File: config.mk
export PLATFORM = sky130hd
export DESIGN_NAME = sha1_message_digest
export DESIGN_NICKNAME = d
export VERILOG_FILES = /design/src/rtl/smd_pkg.sv /design/src/rtl/smd_datapath.sv /design/src/rtl/smd_ctrl.sv /design/src/rtl/sha1_message_digest.sv
export SDC_FILE = /design/constraint.sdc
export NUM_CORES = 2
export LEC_CHECK = 0
export BUFFER_PORTS_ARGS = -buffer_cell sky130_fd_sc_hd__buf_2
export CAP_MARGIN = 10
export CELL_PAD_IN_SITES_DETAIL_PLACEMENT = 1
export CELL_PAD_IN_SITES_GLOBAL_PLACEMENT = 2
export CORE_MARGIN = 10
export CORE_UTILIZATION = 45
export CTS_CLUSTER_DIAMETER = 150
export DETAILED_ROUTE_END_ITERATION = 8
export GPL_ROUTABILITY_DRIVEN = 0
export HOLD_SLACK_MARGIN = 0.05
export MAX_ROUTING_LAYER = met4
export PLACE_DENSITY = 0.8
export SYNTH_ARGS = -nofsm -noshare
export SYNTH_HDL_FRONTEND = slang
export SYNTH_HIERARCHICAL = 1
export SYNTH_SLANG_ARGS = --single-unit
File: constraint.sdc
create_clock -name clk -period 10.6 [get_ports clk]
set_input_delay 2.12 -clock clk [delete_from_list [all_inputs] [get_ports clk]]
set_output_delay 2.12 -clock clk [all_outputs]
set_load 0.05 [all_outputs]
File: src/rtl/smd_pkg.sv
// Shared types, command codes and SHA-1 constants for the message digest block.
`timescale 1ns / 1ps
`default_nettype none

package smd_pkg;

	localparam logic [1:0] SEL_IN   = 2'd0;
	localparam logic [1:0] SEL_MARK = 2'd1;
	localparam logic [1:0] SEL_ZERO = 2'd2;
	localparam logic [1:0] SEL_LEN  = 2'd3;

	localparam logic [1:0] GRP_CH  = 2'd0;
	localparam logic [1:0] GRP_PA1 = 2'd1;
	localparam logic [1:0] GRP_MAJ = 2'd2;
	localparam logic [1:0] GRP_PA2 = 2'd3;

	localparam logic [2:0] LAST_IDX = 3'd4;

	typedef struct packed {
		logic [7:0] message_byte;
		logic       final_byte;
	} smd_in_t;

	typedef struct packed {
		logic [31:0] digest_word;
		logic [2:0]  word_index;
		logic        last_word;
	} smd_out_t;

	typedef struct packed {
		logic       push;
		logic [1:0] byte_sel;
		logic [2:0] len_idx;
		logic       wv_load;
		logic       round;
		logic [1:0] grp;
		logic       chain_add;
		logic       chain_init;
		logic       count_add;
		logic       count_clear;
		logic [2:0] out_idx;
	} smd_cmd_t;

	function automatic logic [31:0] h_init(input logic [2:0] idx);
		logic [31:0] h;
		unique case (idx)
			3'd0:    h = 32'h6745_2301;
			3'd1:    h = 32'hEFCD_AB89;
			3'd2:    h = 32'h98BA_DCFE;
			3'd3:    h = 32'h1032_5476;
			default: h = 32'hC3D2_E1F0;
		endcase
		return h;
	endfunction

	function automatic logic [31:0] round_k(input logic [1:0] grp);
		logic [31:0] k;
		unique case (grp)
			GRP_CH:  k = 32'h5A82_7999;
			GRP_PA1: k = 32'h6ED9_EBA1;
			GRP_MAJ: k = 32'h8F1B_BCDC;
			default: k = 32'hCA62_C1D6;
		endcase
		return k;
	endfunction

endpackage

`default_nettype wire

File: src/rtl/smd_datapath.sv
// Datapath: block shift register, message schedule, round logic, chaining value, bit count.
`timescale 1ns / 1ps
`default_nettype none

module smd_datapath (
	input  wire logic             clk,
	input  wire logic             arst_n,
	input  wire smd_pkg::smd_cmd_t cmd,
	input  wire logic [7:0]       message_byte,
	output logic [31:0]           digest_word
);

	logic [511:0] blk_q;
	logic [31:0]  a_q, b_q, c_q, d_q, e_q;
	logic [31:0]  h_q [5];
	logic [63:0]  count_q;

	logic [7:0]   byte_in;
	logic [31:0]  w0, wx, w_new, f, tmp;

	always_comb begin
		case (cmd.byte_sel)
			smd_pkg::SEL_IN:   byte_in = message_byte;
			smd_pkg::SEL_MARK: byte_in = 8'h80;
			smd_pkg::SEL_ZERO: byte_in = 8'h00;
			default:           byte_in = count_q[{~cmd.len_idx, 3'b000} +: 8];
		endcase
	end

	assign w0    = blk_q[511:480];
	assign wx    = blk_q[95:64] ^ blk_q[255:224] ^ blk_q[447:416] ^ w0;
	assign w_new = {wx[30:0], wx[31]};

	always_comb begin
		case (cmd.grp)
			smd_pkg::GRP_CH:  f = (b_q & c_q) | (~b_q & d_q);
			smd_pkg::GRP_MAJ: f = (b_q & c_q) | (b_q & d_q) | (c_q & d_q);
			default:          f = b_q ^ c_q ^ d_q;
		endcase
	end

	assign tmp = {a_q[26:0], a_q[31:27]} + f + e_q + smd_pkg::round_k(cmd.grp) + w0;

	always_ff @(posedge clk) begin
		if (cmd.push) begin
			blk_q <= {blk_q[503:0], byte_in};
		end else if (cmd.round) begin
			blk_q <= {blk_q[479:0], w_new};
		end
	end

	always_ff @(posedge clk) begin
		if (cmd.wv_load) begin
			a_q <= h_q[0];
			b_q <= h_q[1];
			c_q <= h_q[2];
			d_q <= h_q[3];
			e_q <= h_q[4];
		end else if (cmd.round) begin
			a_q <= tmp;
			b_q <= a_q;
			c_q <= {b_q[1:0], b_q[31:2]};
			d_q <= c_q;
			e_q <= d_q;
		end
	end

	always_ff @(posedge clk or negedge arst_n) begin
		if (!arst_n) begin
			for (int i = 0; i < 5; i++) h_q[i] <= smd_pkg::h_init(3'(i));
		end else if (cmd.chain_init) begin
			for (int i = 0; i < 5; i++) h_q[i] <= smd_pkg::h_init(3'(i));
		end else if (cmd.chain_add) begin
			h_q[0] <= h_q[0] + a_q;
			h_q[1] <= h_q[1] + b_q;
			h_q[2] <= h_q[2] + c_q;
			h_q[3] <= h_q[3] + d_q;
			h_q[4] <= h_q[4] + e_q;
		end
	end

	always_ff @(posedge clk or negedge arst_n) begin
		if (!arst_n) begin
			count_q <= '0;
		end else if (cmd.count_clear) begin
			count_q <= '0;
		end else if (cmd.count_add) begin
			count_q <= count_q + 64'd8;
		end
	end

	always_comb begin
		case (cmd.out_idx)
			3'd0:    digest_word = h_q[0];
			3'd1:    digest_word = h_q[1];
			3'd2:    digest_word = h_q[2];
			3'd3:    digest_word = h_q[3];
			default: digest_word = h_q[4];
		endcase
	end

endmodule

`default_nettype wire

File: src/rtl/smd_ctrl.sv
// Controller: byte intake, padding sequencer, round counter and digest output sequencing.
`timescale 1ns / 1ps
`default_nettype none

module smd_ctrl (
	input  wire logic        clk,
	input  wire logic        arst_n,
	input  wire logic        byte_valid,
	input  wire logic        final_byte,
	output logic             byte_stall,
	output logic             digest_valid,
	input  wire logic        digest_stall,
	output smd_pkg::smd_cmd_t cmd,
	output logic [2:0]       word_index,
	output logic             last_word
);

	localparam logic [2:0] ST_IDLE  = 3'd0;
	localparam logic [2:0] ST_ROUND = 3'd1;
	localparam logic [2:0] ST_ADD   = 3'd2;
	localparam logic [2:0] ST_PAD   = 3'd3;
	localparam logic [2:0] ST_OUT   = 3'd4;

	localparam logic [5:0] CNT_LAST = 6'd63;
	localparam logic [5:0] CNT_LEN  = 6'd56;
	localparam logic [6:0] RND_LAST = 7'd79;

	logic [2:0] state_q;
	logic [5:0] cnt_q;
	logic [6:0] rnd_q;
	logic [1:0] ph_q;
	logic [2:0] li_q;
	logic [2:0] oi_q;
	logic       pad_q;
	logic       done_q;

	logic [1:0] pad_sel;
	logic [1:0] grp;

	always_comb begin
		if (ph_q == smd_pkg::SEL_MARK) begin
			pad_sel = smd_pkg::SEL_MARK;
		end else if (ph_q == smd_pkg::SEL_ZERO && cnt_q != CNT_LEN) begin
			pad_sel = smd_pkg::SEL_ZERO;
		end else begin
			pad_sel = smd_pkg::SEL_LEN;
		end
	end

	always_comb begin
		if (rnd_q < 7'd20) begin
			grp = smd_pkg::GRP_CH;
		end else if (rnd_q < 7'd40) begin
			grp = smd_pkg::GRP_PA1;
		end else if (rnd_q < 7'd60) begin
			grp = smd_pkg::GRP_MAJ;
		end else begin
			grp = smd_pkg::GRP_PA2;
		end
	end

	assign byte_stall   = (state_q != ST_IDLE);
	assign digest_valid = (state_q == ST_OUT);
	assign word_index   = oi_q;
	assign last_word    = (oi_q == smd_pkg::LAST_IDX);

	always_comb begin
		cmd          = '0;
		cmd.len_idx  = li_q;
		cmd.grp      = grp;
		cmd.out_idx  = oi_q;
		cmd.byte_sel = smd_pkg::SEL_IN;
		unique case (state_q)
			ST_IDLE: begin
				cmd.push      = byte_valid;
				cmd.count_add = byte_valid;
				cmd.wv_load   = byte_valid && (cnt_q == CNT_LAST);
			end
			ST_PAD: begin
				cmd.push     = 1'b1;
				cmd.byte_sel = pad_sel;
				cmd.wv_load  = (cnt_q == CNT_LAST);
			end
			ST_ROUND: begin
				cmd.round = 1'b1;
			end
			ST_ADD: begin
				cmd.chain_add = 1'b1;
			end
			ST_OUT: begin
				cmd.chain_init  = !digest_stall && (oi_q == smd_pkg::LAST_IDX);
				cmd.count_clear = !digest_stall && (oi_q == smd_pkg::LAST_IDX);
			end
			default: begin
			end
		endcase
	end

	always_ff @(posedge clk or negedge arst_n) begin
		if (!arst_n) begin
			state_q <= ST_IDLE;
			cnt_q   <= '0;
			rnd_q   <= '0;
			ph_q    <= smd_pkg::SEL_MARK;
			li_q    <= '0;
			oi_q    <= '0;
			pad_q   <= 1'b0;
			done_q  <= 1'b0;
		end else begin
			unique case (state_q)
				ST_IDLE: begin
					if (byte_valid) begin
						cnt_q <= cnt_q + 6'd1;
						if (final_byte) begin
							pad_q <= 1'b1;
							ph_q  <= smd_pkg::SEL_MARK;
							li_q  <= '0;
						end
						if (cnt_q == CNT_LAST) begin
							state_q <= ST_ROUND;
							rnd_q   <= '0;
						end else if (final_byte) begin
							state_q <= ST_PAD;
						end
					end
				end
				ST_PAD: begin
					cnt_q <= cnt_q + 6'd1;
					if (pad_sel == smd_pkg::SEL_MARK) begin
						ph_q <= smd_pkg::SEL_ZERO;
					end else if (pad_sel == smd_pkg::SEL_LEN) begin
						ph_q <= smd_pkg::SEL_LEN;
						li_q <= li_q + 3'd1;
						if (li_q == 3'd7) begin
							done_q <= 1'b1;
						end
					end
					if (cnt_q == CNT_LAST) begin
						state_q <= ST_ROUND;
						rnd_q   <= '0;
					end
				end
				ST_ROUND: begin
					if (rnd_q == RND_LAST) begin
						rnd_q   <= '0;
						state_q <= ST_ADD;
					end else begin
						rnd_q <= rnd_q + 7'd1;
					end
				end
				ST_ADD: begin
					if (done_q) begin
						state_q <= ST_OUT;
						oi_q    <= '0;
					end else if (pad_q) begin
						state_q <= ST_PAD;
					end else begin
						state_q <= ST_IDLE;
					end
				end
				ST_OUT: begin
					if (!digest_stall) begin
						if (oi_q == smd_pkg::LAST_IDX) begin
							state_q <= ST_IDLE;
							oi_q    <= '0;
							cnt_q   <= '0;
							pad_q   <= 1'b0;
							done_q  <= 1'b0;
						end else begin
							oi_q <= oi_q + 3'd1;
						end
					end
				end
				default: begin
					state_q <= ST_IDLE;
				end
			endcase
		end
	end

endmodule

`default_nettype wire

File: src/rtl/sha1_message_digest.sv
// SHA-1 message digest: byte beats in, five 32-bit digest word beats out per message.
// Byte channel: byte_valid/byte_stall with byte_data (message_byte, final_byte).
// A beat is taken at a clock edge with valid high and stall low. Set final_byte
// on the last byte of the message; an empty message cannot be sent.
// Digest channel: digest_valid/digest_stall with digest_data (digest_word,
// word_index, last_word), most significant word first, last_word on the fifth.
// Bytes are taken one per cycle while a 64-byte block fills. The beat that
// completes a block stalls intake for the 80 rounds on the round unit and the
// chaining add that follows. After the final byte the padding sequencer
// inserts one byte per cycle (64 - n mod 64 bytes, plus 64 more when fewer than
// 9 remain in the block), each full block again stalling for rounds and add;
// the first digest word then appears and words follow one per cycle when not stalled.
// While the receiver stalls, the current digest word holds and no bytes are
// taken. After the fifth word the block re-initializes for the next message.
// Reset loads the SHA-1 initial chaining value and clears all counters.
`timescale 1ns / 1ps
`default_nettype none

module sha1_message_digest (
	input  wire logic              clk,
	input  wire logic              arst_n,
	input  wire logic              byte_valid,
	output logic                   byte_stall,
	input  wire smd_pkg::smd_in_t  byte_data,
	output logic                   digest_valid,
	input  wire logic              digest_stall,
	output smd_pkg::smd_out_t      digest_data
);

	smd_pkg::smd_cmd_t cmd;
	logic [31:0]       digest_word;
	logic [2:0]        word_index;
	logic              last_word;

	smd_ctrl u_ctrl (
		.clk          (clk),
		.arst_n       (arst_n),
		.byte_valid   (byte_valid),
		.final_byte   (byte_data.final_byte),
		.byte_stall   (byte_stall),
		.digest_valid (digest_valid),
		.digest_stall (digest_stall),
		.cmd          (cmd),
		.word_index   (word_index),
		.last_word    (last_word)
	);

	smd_datapath u_datapath (
		.clk          (clk),
		.arst_n       (arst_n),
		.cmd          (cmd),
		.message_byte (byte_data.message_byte),
		.digest_word  (digest_word)
	);

	assign digest_data.digest_word = digest_word;
	assign digest_data.word_index  = word_index;
	assign digest_data.last_word   = last_word;

endmodule

`default_nettype wire
==> results.toml <==
[synthesis]
fraction_of_synthesized_cell_area_in_xor_and_xnor_cells = 0.0486
synthDistinctLibCells = 96
netlist_instances = 4666
synth_largest_type_area_fraction = 0.372
yosys.cell_count.top_type = "sky130_fd_sc_hd__edfxtp_1"
yosysWarnings = 6
synth_seq_area_share = 0.488
postSynthNetCount = 5007
postSynth.asyncResetShare = 0.269
synth-adder-area-share = 0.0932
synth_top_family_by_area = "multiplexers"
yosys-top-cells-area = "sky130_fd_sc_hd__edfxtp_1 37%, sky130_fd_sc_hd__mux2_2 11%, sky130_fd_sc_hd__dfrtp_1 7.7%"
synth_compound_gate_area_share = 0.108
post_synth_instance_area_mm2 = 0.0542
post_syn_area_per_cell_um2 = 11.6
cell_types_with_the_highest_counts_after_synthesis = "672 x sky130_fd_sc_hd__edfxtp_1, 535 x sky130_fd_sc_hd__mux2_2, 400 x sky130_fd_sc_hd__nand2_1"
yosys.area_share.simple = 0.0821
post_synth_mux_area_share = 0.141
synth_largest_area_cell = "sky130_fd_sc_hd__edfxtp_1"
yosys_most_used_dff = "sky130_fd_sc_hd__edfxtp_1"
yosys_register_bits = 919
synth_enable_flop_cells = 672

[setup_path]
path_max_fanout = 22
type_of_the_worst_setup_path = "register to register"
worst_ep_arrival_time_ns = 7.30
timing.critical_path.slowest_cell_delay_ns = 0.56
critical_path_required_ns = 11.05
cp_cell_sequence = "inv_1, maj3_1, a221o_1, inv_1, ha_1, inv_1, nand2_1, buf_4, o221ai_1, fa_1, inv_1, fa_1, inv_1, ha_1, a21o_1, a221oi_1, and3_1, o31ai_1, nand4_1, a21boi_0, a221oi_1, o21ai_0, a211o_1, a22o_1"
cpMostUsedCell = "sky130_fd_sc_hd__inv_1"
crit_end_category = "register"
timing.critical_path.from_type = "register"
crit_slowest_cell = "sky130_fd_sc_hd__fa_1"

[clock_network]
clock_tree_from_tritoncts = "built"
post-cts-setup-buffers = 0
clk_buf_depth = 3
clock_sink_count = 919
cts.hold.buffers_added = 0
post_cts_resized = 0
numCtsBuffers = 106
cts_root_buffer = "sky130_fd_sc_hd__clkbuf_16"
insertion_delay_ns = 0.72
htreeDepth = 3
clkSlewWorstSetupHoldPaths_ns = 0.06

[place]
place_area_mm2 = 0.0561
place.detailed.hpwl_um = 109000
post_placement_setup_slack_ns = 3.80
port-buffer-count = 50

[floorplanning]
dieWidth_um = 367
core_region_area_mm2 = 0.120
fp.dieArea_mm2 = 0.135
floorplan.io_pins = 51
chipHeight_um = 367
initial_core_util = 0.453
core.rowCount = 127

[sta]
final_max_slew_viol_count = 0
achievable-frequency_mhz = 146
fin_setup_tns_ns = 0
final_period_util = 0.646
final.setup_skew_ns = 0.0357
fin_crit_ns = 6.84
slew_headroom = 0.194
final_worst_slack_ns = 3.76
rsz0062_at_grt = "false"
report.final.setup_viol = 0
worstMarginPinSlew_ns = 1.21
final-hold-violation-count = 0

[routing]
via_count_normalized_by_instance_count = 5.71
drt_iter0_markers = 2463
dr_vias = 36400
drt_pass1_iterations = 5
finalWirelength_um = 154000
routedWlPerCell_um = 24.2
drcViolationCount = 0
postRouteAntennaNets = 0

[finish]
area_growth_syn_to_layout_pct = 10.1
n_antenna_cell = 0
final_cell_area_mm2 = 0.0597
final_net_count = 5011
drive_gt1_frac = 0.201

[global_routing]
maximum_number_of_pins_on_one_net_before_global_route_repair = 202
grt.overflow.total = 0
grt_usage = 0.229
number_of_antenna_violations_at_the_first_check_in_global_routing = 0
grt_first_pass_wirelength_um = 236000
vias_in_the_first_global_route = 38200

[hold_path]
timing.hold.worst.class = "register to register"

[status]
outcome = "finished, final reports clean"

[run]
drv.max_cap_violation_count = 0
==> sequential cells by signal, indices dropped and copies added (netlist names) <==
signal,flops
u_datapath/blk_q,512
u_datapath/c_q,32
u_datapath/b_q,32
u_ctrl/li_q,3
u_ctrl/ph_q,2
u_ctrl/state_q,3
u_ctrl/cnt_q,6
u_datapath/count_q,61
u_datapath/d_q,32
u_ctrl/rnd_q,7
u_datapath/h_q,160
u_datapath/e_q,32
u_ctrl/pad_q,1
u_ctrl/word_index,3
u_datapath/a_q,32
u_ctrl/done_q,1
==> worst max-delay path, delay by kind of cell, from the launching register on <==
kind / cells / cell delay [ns]
AO/OA/AOI/OAI: 10 / 2.65
adder cells (fa/ha/maj): 5 / 2.04
buffers and inverters: 6 / 0.79
flip-flops: 1 / 0.38
AND/OR/NAND/NOR: 3 / 0.71
==> logic make-up after synthesis <==
kind of cell             count (synthesis)
AO/OA/AOI/OAI                          946
XOR/XNOR                               301
adder cells (fa/ha/maj)                329
buffers and inverters                  563
flip-flops                             919
multiplexers                           639
AND/OR/NAND/NOR                        969
==> routing by layer <==
layer	global-route usage	vias to the layer above	part of all wire
met3	0.0270	252	0.033
li1	-	16900	-
met4	0.0743	0	0.034
met5	-	-	0
met1	0.295	18700	0.45
met2	0.377	578	0.49
==> placed cells by master (no fill, tap or decap), types with 80 or more instances in the layout <==
| cell type | Yosys | final |
|---|---|---|
| sky130_fd_sc_hd__nor2_1 | 269 | 266 |
| sky130_fd_sc_hd__xnor2_1 | 197 | 197 |
| sky130_fd_sc_hd__edfxtp_1 | 672 | 672 |
| sky130_fd_sc_hd__dfrtp_1 | 166 | 163 |
| sky130_fd_sc_hd__dfstp_2 | 81 | 81 |
| sky130_fd_sc_hd__fa_1 | 125 | 125 |
| sky130_fd_sc_hd__ha_1 | 203 | 203 |
| sky130_fd_sc_hd__inv_1 | 369 | 368 |
| sky130_fd_sc_hd__mux2_2 | 535 | 535 |
| sky130_fd_sc_hd__xor2_1 | 104 | 104 |
| sky130_fd_sc_hd__a21o_1 | 80 | 80 |
| sky130_fd_sc_hd__a21oi_1 | 228 | 227 |
| sky130_fd_sc_hd__nand2_1 | 400 | 399 |
| sky130_fd_sc_hd__o21ai_0 | 352 | 352 |
| sky130_fd_sc_hd__clkbuf_16 | 0 | 107 |
==> layout make-up <==
type,count,area (µm²)
Sequential cell,919,26500
Clock buffer,128,2780
Tap cell,1612,2020
Multi-Input combinational cell,3184,25700
Clock inverter,74,768
Fill cell,12600,60100
Inverter,370,1390
Timing Repair Buffer,89,616
==> stage by stage <==
stage	util	hold slack, ns	instances
2_1_floorplan	-	0.473	4666
3_3_place_gp	0.469	0.490	6174
3_5_place_dp	0.469	0.510	6174
4_1_cts	0.498	0.518	6376
5_1_grt	0.498	0.536	6376
6_report	0.498	0.516	6376
==> worst paths after layout <==
path	endpoint	depth (start not counted)	startpoint	slack, ns
max	u_datapath/a_q[29]$_DFFE_PP_	24	u_ctrl/rnd_q[5]$_DFFE_PN0P_	3.76
min	u_ctrl/cnt_q[0]$_DFFE_PN0P_	1	u_ctrl/cnt_q[0]$_DFFE_PN0P_	0.52
max reg2reg	u_datapath/a_q[29]$_DFFE_PP_	24	u_ctrl/rnd_q[5]$_DFFE_PN0P_	3.76
min reg2reg	u_ctrl/cnt_q[0]$_DFFE_PN0P_	1	u_ctrl/cnt_q[0]$_DFFE_PN0P_	0.52
max in group asynchronous	u_datapath/count_q[3]$_DFFE_PN0N_	2	arst_n	7.79
min in group asynchronous	u_datapath/h_q[9]$_DFFE_PN0P_	1	arst_n	1.37
Power is left out: the tool's default activity adds up to more than one toggle a clock period on the data nets, which glitch-free logic cannot reach.
